## src/design/bval_pkg.sv

```systemverilog
// ----------------------------------------------------------------------------
// bval_pkg
// Shared types and constants of the battery voltage averaging block:
// register indexes, reset values, fixed field widths and scaling constants.
// ----------------------------------------------------------------------------
package bval_pkg;

  // register indexes of the configuration port
  localparam int CFG_IDX_W = 2;
  localparam logic [CFG_IDX_W-1:0] REG_WINDOW_LEN = 2'd0;
  localparam logic [CFG_IDX_W-1:0] REG_UPPER_MV   = 2'd1;
  localparam logic [CFG_IDX_W-1:0] REG_LOWER_MV   = 2'd2;

  // field widths
  localparam int WLEN_W = 7;
  localparam int LIM_W  = 16;
  localparam int CFG_W  = 16;
  localparam int BMV_W  = 13;
  localparam int PCT_W  = 7;

  // register reset values
  localparam logic [WLEN_W-1:0] WINDOW_LEN_RST = 7'd8;
  localparam logic [LIM_W-1:0]  UPPER_MV_RST   = 16'd4200;
  localparam logic [LIM_W-1:0]  LOWER_MV_RST   = 16'd3300;

  // converter gain 0.8059 mV per count
  localparam int MV_NUM = 8059;
  localparam int MV_DEN = 10000;
  // extra fraction bits of the gain reciprocal beyond the sample width,
  // 2**14 above the denominator keeps the truncated product exact
  localparam int MV_GUARD = 14;

  // divider ratio 105/50
  localparam int DIV_NUM = 105;
  localparam int DIV_DEN = 50;
  // ratio as a rounded-up 16-bit fraction, exact for any 12-bit average
  localparam int SCL_SHIFT = 16;
  localparam int SCL_MUL   = ((DIV_NUM << SCL_SHIFT) + DIV_DEN - 1) / DIV_DEN;
  localparam int SCL_MUL_W = 18;

  localparam int MV_MAX  = 8191;
  localparam int PCT_MAX = 100;

  // quotient lengths of the serial divisions
  localparam int AVG_QW = 12;
  localparam int PCT_QW = PCT_W;

  // smallest average whose scaled value no longer fits the output field
  localparam int AVG_SAT_MIN = ((MV_MAX + 1) * DIV_DEN + DIV_NUM - 1) / DIV_NUM;

  // percentage numerator: 100 times a 16-bit magnitude
  localparam int PNUM_W = LIM_W + 7;

  // divider status toward the sequencer
  typedef struct packed {
    logic busy;
    logic done;
    logic ovf;
  } div_stat_t;

endpackage

```

## src/design/battery_voltage_average_and_level.sv

```systemverilog
// ----------------------------------------------------------------------------
// battery_voltage_average_and_level
// Converts raw converter samples to millivolts, keeps a moving average over
// a sample store with warm-up, scales it for the divider and derives a
// clamped charge percentage between two configurable limits.
// ----------------------------------------------------------------------------
//
//  channel  | signals                                     | direction
//  ---------+---------------------------------------------+----------
//  in       | in_valid_i, in_ready_o, raw_sample_i        | sink
//  out      | out_valid_o, out_ready_i, battery_mv_o,     | source
//           | charge_pct_o                                |
//  cfg      | cfg_valid_i, cfg_ready_o, cfg_index_i,      | sink
//           | cfg_data_i                                  |
//
//  One item at a time: a sample is taken only in the idle state, the next
//  only after the last result has gone to the output register. Quotients
//  come from the one-bit-per-cycle divider (12 steps for the average, 7 for
//  the percentage); gain and divider scaling are reciprocal multiplications.
//  A charge level that is zero without a quotient skips the percentage
//  division. After reset the sample store is cleared one entry per cycle,
//  with in_ready_o low; configuration writes are taken throughout.
//  A finished result waits in the output register; the next sample is
//  accepted meanwhile, and only the hand-over of a later result stalls.
//
module battery_voltage_average_and_level #(
  parameter int MAX_WINDOW  = 64,
  parameter int SAMPLE_BITS = 12
) (
  input  logic                           clk_i,
  input  logic                           rst_ni,
  input  logic                           in_valid_i,
  output logic                           in_ready_o,
  input  logic [SAMPLE_BITS-1:0]         raw_sample_i,
  output logic                           out_valid_o,
  input  logic                           out_ready_i,
  output logic [bval_pkg::BMV_W-1:0]     battery_mv_o,
  output logic [bval_pkg::PCT_W-1:0]     charge_pct_o,
  input  logic                           cfg_valid_i,
  output logic                           cfg_ready_o,
  input  logic [bval_pkg::CFG_IDX_W-1:0] cfg_index_i,
  input  logic [bval_pkg::CFG_W-1:0]     cfg_data_i
);
  import bval_pkg::*;

  // derived widths
  localparam int IDX_W    = (MAX_WINDOW > 1) ? $clog2(MAX_WINDOW) : 1;
  localparam int CNT_W    = $clog2(MAX_WINDOW + 1);
  localparam int EW       = (CNT_W > WLEN_W) ? CNT_W : WLEN_W;
  localparam int SUM_W    = SAMPLE_BITS + CNT_W;
  localparam int MV_SHIFT = SAMPLE_BITS + MV_GUARD;
  localparam int PROD_W   = SAMPLE_BITS + MV_SHIFT;
  localparam longint MV_MUL = ((longint'(MV_NUM) << MV_SHIFT) + MV_DEN - 1) / MV_DEN;
  localparam int SPROD_W  = AVG_QW + SCL_MUL_W;
  localparam int DW_A     = (SUM_W > CNT_W + AVG_QW) ? SUM_W : CNT_W + AVG_QW;
  localparam int DW       = (DW_A > PNUM_W) ? DW_A : PNUM_W;
  localparam int QUO_W    = (AVG_QW > PCT_QW) ? AVG_QW : PCT_QW;
  localparam int STEP_W   = $clog2(QUO_W + 1);
  localparam longint MVV_MAX = ((longint'(2) ** SAMPLE_BITS - 1) * MV_NUM) / MV_DEN;
  localparam logic [SUM_W-1:0] SUM_LIM = SUM_W'(longint'(MAX_WINDOW) * MVV_MAX);

  // sequencer states
  localparam logic [3:0] ST_CLEAR = 4'd0;
  localparam logic [3:0] ST_IDLE  = 4'd1;
  localparam logic [3:0] ST_UPD   = 4'd2;
  localparam logic [3:0] ST_AGO   = 4'd3;
  localparam logic [3:0] ST_AVG   = 4'd4;
  localparam logic [3:0] ST_PRE   = 4'd5;
  localparam logic [3:0] ST_PGO   = 4'd6;
  localparam logic [3:0] ST_PCT   = 4'd7;
  localparam logic [3:0] ST_OUT   = 4'd8;

  logic [3:0]             state_q, state_d;

  logic [WLEN_W-1:0]      win_len_q;
  logic [LIM_W-1:0]       upper_q;
  logic [LIM_W-1:0]       lower_q;

  logic [SAMPLE_BITS-1:0] store_mem [MAX_WINDOW];
  logic [SAMPLE_BITS-1:0] rd_q;
  logic                   mem_we;
  logic [IDX_W-1:0]       mem_waddr;
  logic [SAMPLE_BITS-1:0] mem_wdata;

  logic [IDX_W-1:0]       clr_q;
  logic [IDX_W-1:0]       idx_q, idx_d;
  logic                   full_q, full_d;
  logic [SUM_W-1:0]       sum_q, sum_d;
  logic [CNT_W-1:0]       dcnt_q, dcnt_d;
  logic [SAMPLE_BITS-1:0] mv_q;

  logic [BMV_W-1:0]       bmv_q, bmv_d;
  logic [PCT_W-1:0]       pct_q, pct_d;
  logic [PNUM_W-1:0]      pnum_q;
  logic [LIM_W-1:0]       pden_q;
  logic                   pzero_q;

  logic                   out_valid_q;
  logic [BMV_W-1:0]       out_mv_q;
  logic [PCT_W-1:0]       out_pct_q;
  logic                   out_load;

  logic                   div_start;
  logic [DW-1:0]          div_dvd;
  logic [DW-1:0]          div_dvs;
  logic [STEP_W-1:0]      div_steps;
  logic [QUO_W-1:0]       div_quo;
  div_stat_t              div_stat;

  logic [EW-1:0]          len_e;
  logic [CNT_W-1:0]       w_eff;
  logic [CNT_W-1:0]       cnt_next;
  logic [PROD_W-1:0]      mv_prod;
  logic [SAMPLE_BITS-1:0] mv_new;
  logic [AVG_QW-1:0]      avg;
  logic                   avg_sat;
  logic [SPROD_W-1:0]     scl_prod;
  logic signed [LIM_W+1:0] pdiff;
  logic signed [LIM_W:0]   pden_s;
  logic [LIM_W+1:0]       pdiff_neg;
  logic [LIM_W:0]         pden_neg;
  logic [LIM_W-1:0]       diff_mag;
  logic [LIM_W-1:0]       den_mag;
  logic                   pzero_d;
  logic [PCT_QW-1:0]      pct_quo;

  // configuration registers
  assign cfg_ready_o = 1'b1;

  always_ff @(posedge clk_i or negedge rst_ni) begin
    if (!rst_ni) begin
      win_len_q <= WINDOW_LEN_RST;
      upper_q   <= UPPER_MV_RST;
      lower_q   <= LOWER_MV_RST;
    end else if (cfg_valid_i) begin
      case (cfg_index_i)
        REG_WINDOW_LEN: win_len_q <= cfg_data_i[WLEN_W-1:0];
        REG_UPPER_MV:   upper_q   <= cfg_data_i[LIM_W-1:0];
        REG_LOWER_MV:   lower_q   <= cfg_data_i[LIM_W-1:0];
        default: ;
      endcase
    end
  end

  // effective window: zero acts as one, clipped to the store depth
  assign len_e = EW'(win_len_q);
  always_comb begin
    if (len_e == '0) begin
      w_eff = CNT_W'(1);
    end else if (len_e > EW'(MAX_WINDOW)) begin
      w_eff = CNT_W'(MAX_WINDOW);
    end else begin
      w_eff = len_e[CNT_W-1:0];
    end
  end

  // sample store, read-modify-write over one item
  always_ff @(posedge clk_i) begin
    if (mem_we) begin
      store_mem[mem_waddr] <= mem_wdata;
    end
    rd_q <= store_mem[idx_q];
  end

  // datapath helpers
  // gain as a rounded-up reciprocal product, the truncated top bits are exact
  assign mv_prod   = PROD_W'(raw_sample_i) * PROD_W'(MV_MUL);
  assign mv_new    = mv_q;
  assign cnt_next  = CNT_W'(idx_q) + CNT_W'(1);
  assign avg       = div_quo[AVG_QW-1:0];
  assign avg_sat   = div_stat.ovf || (avg >= AVG_QW'(AVG_SAT_MIN));
  assign scl_prod  = SPROD_W'(avg) * SPROD_W'(SCL_MUL);
  assign pct_quo   = div_quo[PCT_QW-1:0];

  // signed distance to the lower limit and the limit span
  assign pdiff     = $signed({{(LIM_W + 2 - BMV_W){1'b0}}, bmv_q})
                   - $signed({2'b00, lower_q});
  assign pden_s    = $signed({1'b0, upper_q}) - $signed({1'b0, lower_q});
  assign pdiff_neg = -pdiff;
  assign pden_neg  = -pden_s;
  assign diff_mag  = pdiff[LIM_W+1] ? pdiff_neg[LIM_W-1:0] : pdiff[LIM_W-1:0];
  assign den_mag   = pden_s[LIM_W] ? pden_neg[LIM_W-1:0] : pden_s[LIM_W-1:0];
  // equal limits, zero distance or opposite signs give a quotient of at most zero
  assign pzero_d   = (pden_s == '0) || (pdiff == '0) || (pdiff[LIM_W+1] != pden_s[LIM_W]);

  // sequencer
  always_comb begin
    state_d   = state_q;
    idx_d     = idx_q;
    full_d    = full_q;
    sum_d     = sum_q;
    dcnt_d    = dcnt_q;
    bmv_d     = bmv_q;
    pct_d     = pct_q;
    mem_we    = 1'b0;
    mem_waddr = idx_q;
    mem_wdata = mv_new;
    div_start = 1'b0;
    div_dvd   = '0;
    div_dvs   = '0;
    div_steps = '0;
    out_load  = 1'b0;
    case (state_q)
      ST_CLEAR: begin
        mem_we    = 1'b1;
        mem_waddr = clr_q;
        mem_wdata = '0;
        if (clr_q == IDX_W'(MAX_WINDOW - 1)) begin
          state_d = ST_IDLE;
        end
      end
      ST_IDLE: begin
        // millivolt value is registered on the input transfer
        if (in_valid_i) begin
          state_d = ST_UPD;
        end
      end
      ST_UPD: begin
        // replace the oldest entry and advance the write index
        mem_we = 1'b1;
        sum_d  = sum_q - SUM_W'(rd_q) + SUM_W'(mv_new);
        if (cnt_next >= w_eff) begin
          idx_d  = '0;
          full_d = 1'b1;
        end else begin
          idx_d = cnt_next[IDX_W-1:0];
        end
        dcnt_d  = full_q ? w_eff : cnt_next;
        state_d = ST_AGO;
      end
      ST_AGO: begin
        div_start = 1'b1;
        div_dvd   = DW'(sum_q);
        div_dvs   = DW'(dcnt_q) << (AVG_QW - 1);
        div_steps = STEP_W'(AVG_QW);
        state_d   = ST_AVG;
      end
      ST_AVG: begin
        // divider scaling by reciprocal product, saturated at the field limit
        if (div_stat.done) begin
          if (avg_sat) begin
            bmv_d = BMV_W'(MV_MAX);
          end else begin
            bmv_d = scl_prod[SCL_SHIFT+BMV_W-1:SCL_SHIFT];
          end
          state_d = ST_PRE;
        end
      end
      ST_PRE: begin
        state_d = ST_PGO;
      end
      ST_PGO: begin
        if (pzero_q) begin
          pct_d   = '0;
          state_d = ST_OUT;
        end else begin
          div_start = 1'b1;
          div_dvd   = DW'(pnum_q);
          div_dvs   = DW'(pden_q) << (PCT_QW - 1);
          div_steps = STEP_W'(PCT_QW);
          state_d   = ST_PCT;
        end
      end
      ST_PCT: begin
        if (div_stat.done) begin
          if (div_stat.ovf || pct_quo > PCT_QW'(PCT_MAX)) begin
            pct_d = PCT_W'(PCT_MAX);
          end else begin
            pct_d = pct_quo;
          end
          state_d = ST_OUT;
        end
      end
      ST_OUT: begin
        if (!out_valid_q || out_ready_i) begin
          out_load = 1'b1;
          state_d  = ST_IDLE;
        end
      end
      default: begin
        state_d = ST_IDLE;
      end
    endcase
  end

  // control state
  always_ff @(posedge clk_i or negedge rst_ni) begin
    if (!rst_ni) begin
      state_q <= ST_CLEAR;
      clr_q   <= '0;
      idx_q   <= '0;
      full_q  <= 1'b0;
      sum_q   <= '0;
    end else begin
      state_q <= state_d;
      if (state_q == ST_CLEAR) begin
        clr_q <= clr_q + IDX_W'(1);
      end
      idx_q  <= idx_d;
      full_q <= full_d;
      sum_q  <= sum_d;
    end
  end

  // working registers
  always_ff @(posedge clk_i) begin
    dcnt_q <= dcnt_d;
    bmv_q  <= bmv_d;
    pct_q  <= pct_d;
    if (in_valid_i && in_ready_o) begin
      mv_q <= mv_prod[PROD_W-1:MV_SHIFT];
    end
    if (state_q == ST_PRE) begin
      pnum_q  <= PNUM_W'(diff_mag) * PNUM_W'(PCT_MAX);
      pden_q  <= den_mag;
      pzero_q <= pzero_d;
    end
  end

  // output register
  always_ff @(posedge clk_i or negedge rst_ni) begin
    if (!rst_ni) begin
      out_valid_q <= 1'b0;
    end else if (out_load) begin
      out_valid_q <= 1'b1;
    end else if (out_ready_i) begin
      out_valid_q <= 1'b0;
    end
  end

  always_ff @(posedge clk_i) begin
    if (out_load) begin
      out_mv_q  <= bmv_q;
      out_pct_q <= pct_q;
    end
  end

  assign in_ready_o   = (state_q == ST_IDLE);
  assign out_valid_o  = out_valid_q;
  assign battery_mv_o = out_mv_q;
  assign charge_pct_o = out_pct_q;

  // shared divider
  bval_div #(
    .DW     (DW),
    .QW     (QUO_W),
    .STEP_W (STEP_W)
  ) u_div (
    .clk_i      (clk_i),
    .rst_ni     (rst_ni),
    .start_i    (div_start),
    .dividend_i (div_dvd),
    .divisor_i  (div_dvs),
    .steps_i    (div_steps),
    .quo_o      (div_quo),
    .stat_o     (div_stat)
  );

  // once the window has filled, warm-up never comes back
  a_full_sticky: assert property (@(posedge clk_i) disable iff (!rst_ni)
    full_q |=> full_q)
    else $error("window full flag dropped");

  // running sum stays within what the store can hold
  a_sum_bound: assert property (@(posedge clk_i) disable iff (!rst_ni)
    sum_q <= SUM_LIM)
    else $error("running sum out of range");

  // divider completions only arrive while the sequencer waits for one
  a_done_state: assert property (@(posedge clk_i) disable iff (!rst_ni)
    div_stat.done |-> (state_q == ST_AVG || state_q == ST_PCT))
    else $error("divider result in an unexpected state");

  // a presented charge level is a percentage
  a_pct_range: assert property (@(posedge clk_i) disable iff (!rst_ni)
    out_valid_o |-> charge_pct_o <= PCT_W'(PCT_MAX))
    else $error("charge level above one hundred");

endmodule

```

## src/design/bval_div.sv

```systemverilog
// ----------------------------------------------------------------------------
// bval_div
// Restoring divider, one quotient bit per cycle. The caller passes the
// divisor already shifted left by (steps - 1); an overflow flag tells when
// the quotient does not fit in the requested number of bits.
// ----------------------------------------------------------------------------
module bval_div #(
  parameter int DW     = 30,
  parameter int QW     = 16,
  parameter int STEP_W = 5
) (
  input  logic                 clk_i,
  input  logic                 rst_ni,
  input  logic                 start_i,
  input  logic [DW-1:0]        dividend_i,
  input  logic [DW-1:0]        divisor_i,
  input  logic [STEP_W-1:0]    steps_i,
  output logic [QW-1:0]        quo_o,
  output bval_pkg::div_stat_t  stat_o
);
  import bval_pkg::*;

  logic              busy_q;
  logic              done_q;
  logic              ovf_q;
  logic [DW-1:0]     rem_q;
  logic [DW-1:0]     dsh_q;
  logic [QW-1:0]     quo_q;
  logic [STEP_W-1:0] cnt_q;
  logic              ge;
  logic              ovf_d;

  // trial subtraction and overflow check on the aligned divisor
  assign ge    = rem_q >= dsh_q;
  assign ovf_d = {1'b0, dividend_i} >= {divisor_i, 1'b0};

  // control
  always_ff @(posedge clk_i or negedge rst_ni) begin
    if (!rst_ni) begin
      busy_q <= 1'b0;
      done_q <= 1'b0;
    end else begin
      done_q <= 1'b0;
      if (start_i) begin
        busy_q <= 1'b1;
      end else if (busy_q && cnt_q == STEP_W'(1)) begin
        busy_q <= 1'b0;
        done_q <= 1'b1;
      end
    end
  end

  // datapath
  always_ff @(posedge clk_i) begin
    if (start_i) begin
      rem_q <= dividend_i;
      dsh_q <= divisor_i;
      quo_q <= '0;
      cnt_q <= steps_i;
      ovf_q <= ovf_d;
    end else if (busy_q) begin
      if (ge) begin
        rem_q <= rem_q - dsh_q;
      end
      quo_q <= {quo_q[QW-2:0], ge};
      dsh_q <= dsh_q >> 1;
      cnt_q <= cnt_q - STEP_W'(1);
    end
  end

  assign quo_o       = quo_q;
  assign stat_o.busy = busy_q;
  assign stat_o.done = done_q;
  assign stat_o.ovf  = ovf_q;

  // a new division never starts on top of a running one
  a_no_restart: assert property (@(posedge clk_i) disable iff (!rst_ni)
    start_i |-> !busy_q)
    else $error("divider started while busy");

  // completion is a single pulse that ends the busy phase
  a_done_end: assert property (@(posedge clk_i) disable iff (!rst_ni)
    done_q |-> $past(busy_q) && !busy_q)
    else $error("divider done without a preceding busy phase");

  // the step count never runs out while busy
  a_cnt_live: assert property (@(posedge clk_i) disable iff (!rst_ni)
    busy_q |-> cnt_q != '0)
    else $error("divider busy with zero steps left");

endmodule

```

## config.mk

```make
export PLATFORM = sky130hd
export DESIGN_NAME = battery_voltage_average_and_level
export DESIGN_NICKNAME = d
export VERILOG_FILES = /design/src/design/bval_pkg.sv /design/src/design/battery_voltage_average_and_level.sv /design/src/design/bval_div.sv
export SDC_FILE = /design/constraint.sdc
export NUM_CORES = 2
export LEC_CHECK = 0
export ABC_AREA = 0
export BUFFER_PORTS_ARGS = -buffer_cell sky130_fd_sc_hd__buf_2
export CAP_MARGIN = 5
export CORE_MARGIN = 2
export CORE_UTILIZATION = 46
export DETAILED_ROUTE_END_ITERATION = 8
export HOLD_SLACK_MARGIN = 0.15
export PLACE_DENSITY = 0.62
export SYNTH_ARGS = -nofsm -noshare
export SYNTH_HDL_FRONTEND = slang
export SYNTH_SLANG_ARGS = --single-unit
```

## constraint.sdc

```tcl
create_clock -name clk_i -period 7.5 [get_ports clk_i]
set_input_delay 0.75 -clock clk_i [delete_from_list [all_inputs] [get_ports clk_i]]
set_output_delay 0.75 -clock clk_i [all_outputs]
set_load 0.02 [all_outputs]
```

Yosys cells after proc, flatten, opt, wreduce, memory -nomap -nowiden
Memories as Yosys holds them, arrays and structs flattened. A register that Yosys moved wholly into a read port is not among the register bits.
Index checks and enable logic that the tools add are counted.

operators by class
  muxes and demuxes = 45
  equal/unequal tests = 19
  $add $sub $neg = 10
  order comparisons = 6
  multipliers = 3
  reduce and logical (&&, ||, !) cells = 27

operators with widths
  kind                                                                    count
  23-bit 2-to-1 mux                                                       6
  23-bit >= comparator                                                    2
  23-bit one-hot mux with 2 select lines                                  1
  22-bit one-hot mux with 2 select lines                                  1
  7-bit 2-to-1 mux                                                        6
  12-bit by 25-bit multiplier with 37-bit output (second input constant)  1
  4-bit one-hot mux with 9 select lines                                   1
  16-bit 2-to-1 mux                                                       2
  4-bit 2-to-1 mux                                                        8
  16-bit negation                                                         2
  12-bit by 17-bit multiplier with 28-bit output (second input constant)  1
  23-bit subtractor                                                       1
  22-bit 2-to-1 mux                                                       1
  16-bit by 5-bit multiplier with 21-bit output (second input constant)   1
  19-bit by 12-bit adder with 19-bit output                               1
  19-bit by 12-bit subtractor with 19-bit output                          1
  18-bit logical NOT                                                      1
  17-bit logical NOT                                                      1
  13-bit by 16-bit subtractor with 17-bit output                          1
  16-bit by 16-bit subtractor with 17-bit output                          1
  4-bit by 3-bit == test with 1-bit output (second input constant)        4
  7-bit > comparator (second input constant)                              2
  7-bit one-hot mux with 2 select lines                                   1
  12-bit >= comparator (second input constant)                            1
  other kinds (30)                                                        62

storage, ports and cells
  memories = 1
  memory bits (writable) = 768
  flip-flop bits (word level) = 238

memories
  memory     depth  width  rd ports  clocked after memory_dff  write ports  RTL line                                 RTL
  store_mem  64     12     1         1                         1            battery_voltage_average_and_level.sv:79  logic [SAMPLE_BITS-1:0] store_mem [MAX_WINDOW];

Depth between registers and ports, before layout
  depth in word-level cells = 5
  depth in mapped cells = 26
  gate-level depth less buffers = 26

Modules after synthesis
Synthesis repeated with hierarchy kept, for this count alone.

unflattened totals
  cells, all modules = 3982
  area, all modules = 53745.3 sq um

by module, submodules not included
  module                             instances  cells each  area an instance (sq um)  seq. area each (sq um)
  battery_voltage_average_and_level  1          3473        49144.6                   28130.7
  bval_div                           1          509         4600.7                    1821.7

Least setup slack after synthesis
OpenSTA, ideal clock, no wires.

  path type = input to register
  from = input raw_sample_i[6]
  to = register mv_q[9] (netlist: mv_new[9]) (data pin)
  stages = 19
  library setup time = 0.265 ns
  data required time = 7.235 ns
  setup slack = 1.620 ns
  data arrival time = 5.615 ns
  cell sequence = fa_1 -> inv_1 -> fa_1 -> inv_1 -> fa_1 -> inv_1 -> fa_1 -> fa_1 -> inv_1 -> ha_1 -> o21ai_0 -> a22oi_1 -> a211oi_1 -> a211oi_1 -> nand4_1 -> a31oi_1 -> a21oi_1 -> o21ai_0 -> xor2_1

on the way
  cells in the longest elaborated chain, start to end = 1

RTL lines
  what                                            RTL line                                  RTL
  from (decl)                                     battery_voltage_average_and_level.sv:34   input logic [SAMPLE_BITS-1:0] raw_sample_i,
  12-bit by 25-bit multiplier with 37-bit output  battery_voltage_average_and_level.sv:167  assign mv_prod = PROD_W'(raw_sample_i) * PROD_W'(MV_MUL);
  named net mv_prod[35]                           battery_voltage_average_and_level.sv:113  logic [PROD_W-1:0] mv_prod;
  to (signal assigned)                            battery_voltage_average_and_level.sv:311  mv_q <= mv_prod[PROD_W-1:MV_SHIFT];
  to (decl)                                       battery_voltage_average_and_level.sv:90   logic [SAMPLE_BITS-1:0] mv_q;

The timed path passes the listed nets, and every way through them passes these cells.
A chain may end at the register's enable or synchronous reset.

Worst setup path after layout
  from = register bmv_q[0]
  to = register pnum_q[21] (data pin)

on the way
  cells in the longest elaborated chain, start to end = 4

RTL lines
  what                                              RTL line                                  RTL
  from (decl)                                       battery_voltage_average_and_level.sv:92   logic [BMV_W-1:0] bmv_q, bmv_d;
  from (signal assigned)                            battery_voltage_average_and_level.sv:308  bmv_q <= bmv_d;
  13-bit by 16-bit subtractor with 17-bit output *  battery_voltage_average_and_level.sv:177  - $signed({2'b00, lower_q});
  16-bit negation                                   battery_voltage_average_and_level.sv:179  assign pdiff_neg = -pdiff;
  16-bit 2-to-1 mux *                               battery_voltage_average_and_level.sv:181  assign diff_mag = pdiff[LIM_W+1] ? pdiff_neg[LIM_W-1:0] : pdiff[LIM_W-1:0];
  16-bit by 5-bit multiplier with 21-bit output *   battery_voltage_average_and_level.sv:314  pnum_q <= PNUM_W'(diff_mag) * PNUM_W'(PCT_MAX);
  to (signal assigned)                              battery_voltage_average_and_level.sv:314
  to (decl)                                         battery_voltage_average_and_level.sv:94   logic [PNUM_W-1:0] pnum_q;

Every way passes the cells marked *; elsewhere a longest branch is shown, timed or not.

==> run metrics <==
Main synth FF type edfxtp_1; Layout area overhead 10.84%; most frequent cells in the layout edfxtp_1, inv_1, ha_1; drt drc 0; Period Utilization, post-route 86.60%; ys async rst share 7.670%; worst path bufs/invs 1; Longest Clk Path Bufs 3; WS Path Type reg -> reg; post-layout min period between 6000 and 7000 ps; Min-Delay Endpoint upper_q[11]$_DFFE_PN0P_; Avg Inst Size Synth roughly 14 um^2; gpl congestion about 0.90; Clock Tree Root clkbuf_16; FP Rows roughly 120; RSZ-0062 raised after global routing false; most used cell along the critical path ha_1; Worst Path Required 7950 ps; Max Fanout on Critical Path 10; # Max-Cap Violations 0; critical path endpoint category flop; Worst R2R Setup Slack 1000 ps; CP max stage delay ~550 ps; Pleak between 20 and 25 nW; CP max stage cell or4_1; Reg-to-Reg Start bmv_q[0]$_SDFFCE_PP1P_; synth warn 0; Setup TNS 0 ps; status completed; number of global-route vias before repair ~31000; peak supply drop approximately 240 uV; Post-DRT Antenna Nets 0; Worst-Margin Slew 1225 ps; Post-synth EDFFs approximately 900; Final Max Tran Viols 0; worst r2r path cells 23; Detailed Route Iter0 Violations 2404; Syn Inst Count roughly 3800; Synth Net Count 4363; Fin Hold WS about 300 ps; Reg clk slew, reported paths about 60 ps; Power Density 259.1 nW/um^2; Final Hold Viols 0; Port Buffers 56; Slew HR between 10% and 20%; routed len/inst 23.11 um; first-pass GRT wire length 193.2 mm; crit path DAT 6940 ps; CTS Sinks approximately 1000; hold path depth 2; WL final roughly 130 mm; Worst Hold Class in -> reg; initial antenna violation count 2; Worst Clk Skew between 50 and 60 ps; Worst Setup Start Kind flop; die height between 300 and 400 um; postcts setup bufs 0; Yosys reg bits between 1000 and 1500; CTS-repair resized insts 0; critical-path cell list inv_1, ha_1, fa_1, nor2b_1, o2111a_1, nor3_2, or4_1, nand2_1, o21a_1, nor2_1, xor2_1, ha_1, ha_1, fa_1, ha_1, a21oi_1, o21bai_1, o311ai_0, nand3_1, nand2_1, o2111ai_1, a21oi_1, xnor2_1; largest net degree at the start of global routing 133; fmax ~150 MHz; CTS H-Tree Depth 3; vias per std cell 5.657; DP HPWL around 86 mm; CTS Buf Count approximately 110; core area about 110000 um^2; IO Count slightly below 60; Die Wd 343.1 um; CTS tree done; drt pass-1 iters 5; worst skew pair latency roughly 710 ps; Mapped Area about 53000 um^2; final core utilization approximately half; worst r2r dst pnum_q[21]$_DFFE_PP_; Netlist cell types 76; # nets final around 4500; most common cell after layout, fill and taps aside edfxtp_1; Die Area roughly 120000 um^2; Tot GR Track Use ~22%; Setup Viol. Count Final 0; sequential fraction of the synthesis area 56.56%; hold buffers post-CTS 1; grt ovf 0; min-delay src cfg_data_i[11]; CP delay by family, top adder cells; Starting Density between 40 and 50%; routed via count approximately 31000; layout cells sized above 1 between 10% and 20%
worst register-to-register path, cell delays in order (launching register included):
cell	delay, ps
edfxtp_1	390
inv_1	110
ha_1	220
fa_1	420
nor2b_1	180
o2111a_1	240
nor3_2	80
or4_1	550
nand2_1	200
o21a_1	350
nor2_1	110
xor2_1	350
ha_1	310
ha_1	290
fa_1	470
ha_1	330
a21oi_1	220
o21bai_1	120
o311ai_0	510
nand3_1	200
nand2_1	150
o2111ai_1	150
a21oi_1	200
xnor2_1	80
kinds of logic after synthesis:
| group | share of synthesized area, % |
|---|---|
| xor+xnor | 2.202 |
| compound gates | 8.280 |
| flops | 56.56 |
| simple gates | 5.224 |
| mux | 9.536 |
| buf+inv | 3.559 |
| fa+ha+maj | 14.63 |
| other cells | 0.007088 |
worst max-delay path by stage:
stage	from	endpoint	slack, ps	cells after the start
5_1_grt	bmv_q[0]$_SDFFCE_PP1P_	pnum_q[21]$_DFFE_PP_	640	23
2_1_floorplan	raw_sample_i[6]	mv_new[9]$_DFFE_PP_	1620	19
6_report	bmv_q[0]$_SDFFCE_PP1P_	pnum_q[21]$_DFFE_PP_	1000	23
3_3_place_gp	raw_sample_i[6]	mv_new[9]$_DFFE_PP_	830	20
4_1_cts	bmv_q[0]$_SDFFCE_PP1P_	pnum_q[21]$_DFFE_PP_	1070	23
3_5_place_dp	raw_sample_i[6]	mv_new[9]$_DFFE_PP_	860	20
stage by stage:
stage / worst slack, ps / power [W] / cells / cell area [um^2]
6_report: 1005 / 0.01519 / 5517 / 58640
5_1_grt: 636.2 / 0.01602 / 5517 / 58640
4_1_cts: 1071 / 0.01531 / 5515 / 58640
3_5_place_dp: 858.9 / 0.01024 / 5321 / 55290
3_3_place_gp: 834.4 / 0.01024 / 5321 / 55290
2_1_floorplan: 1620 / 0.009360 / 3813 / 52910
synthesized netlist by cell type, types with 19 or more instances:
cell type  count  area, um^2
mux2_2        88       991.0
a21o_1        53       397.9
o221ai_1      51       446.7
nand2_1      189       709.4
inv_1        367        1378
ha_1         342        4279
buf_1         19       71.32
mux2i_1      162        1622
nand3_1       28       140.1
xnor2_1       80       700.7
mux4_2       108        2432
dfrtp_1       67        1677
a21oi_1      201        1006
nand2b_1      25       156.4
a31oi_1       24       150.1
clkbuf_1     107       401.6
nor3_1        31       155.2
edfxtp_1     915       27480
nor2_1       190       713.2
o31ai_1       19       142.6
dfxtp_1       24       480.5
fa_1         173        3463
and2_1        21       131.4
xor2_1        53       464.2
o21a_1        22       165.2
o22ai_1       53       331.6
o21ai_0      152       760.7
power breakdown:
group,switching [W],leakage (nW),internal [W]
clock network,0.00223,1.62,0.00280
registers,0.0000312,9.43,0.00631
logic,0.00215,10.8,0.00167
total,0.00441,21.8,0.0108
flip-flops by register name, indices dropped and copies added, names as in the netlist, 4 cells and up:
name,flops
pnum_q,21
bmv_q,13
state_q,4
u_div.rem_q,23
upper_q,16
lower_q,16
u_div.cnt_q,4
pct_q,7
u_div.quo_o,12
store_mem,768
rd_q,12
mv_new,12
dcnt_q,7
pden_q,16
clr_q,6
u_div.dsh_q,22
battery_mv_o,13
len_e,7
idx_q,6
charge_pct_o,7
sum_q,19
metal layers:
| metal | vias up | wire, um | track usage (%) |
|---|---|---|---|
| met5 | - | 0 | 0 |
| met4 | 0 | 3546 | 6.450 |
| met3 | 195 | 6312 | 2.865 |
| met2 | 824 | 61880 | 35.76 |
| met1 | 15810 | 55770 | 30.47 |
| li1 | 14380 | - | - |
area by class of cell:
| cell class | instances | area, um^2 |
|---|---|---|
| Tap cell | 1512 | 1892 |
| Inverter | 367 | 1378 |
| Sequential cell | 1017 | 29940 |
| Clock inverter | 43 | 376.6 |
| Fill cell | 9667 | 55550 |
| Antenna cell | 2 | 5.005 |
| Clock buffer | 150 | 2964 |
| Timing Repair Buffer | 129 | 858.3 |
| Multi-Input combinational cell | 2297 | 21230 |
No activity file was read; power rests on OpenSTA's default activity.
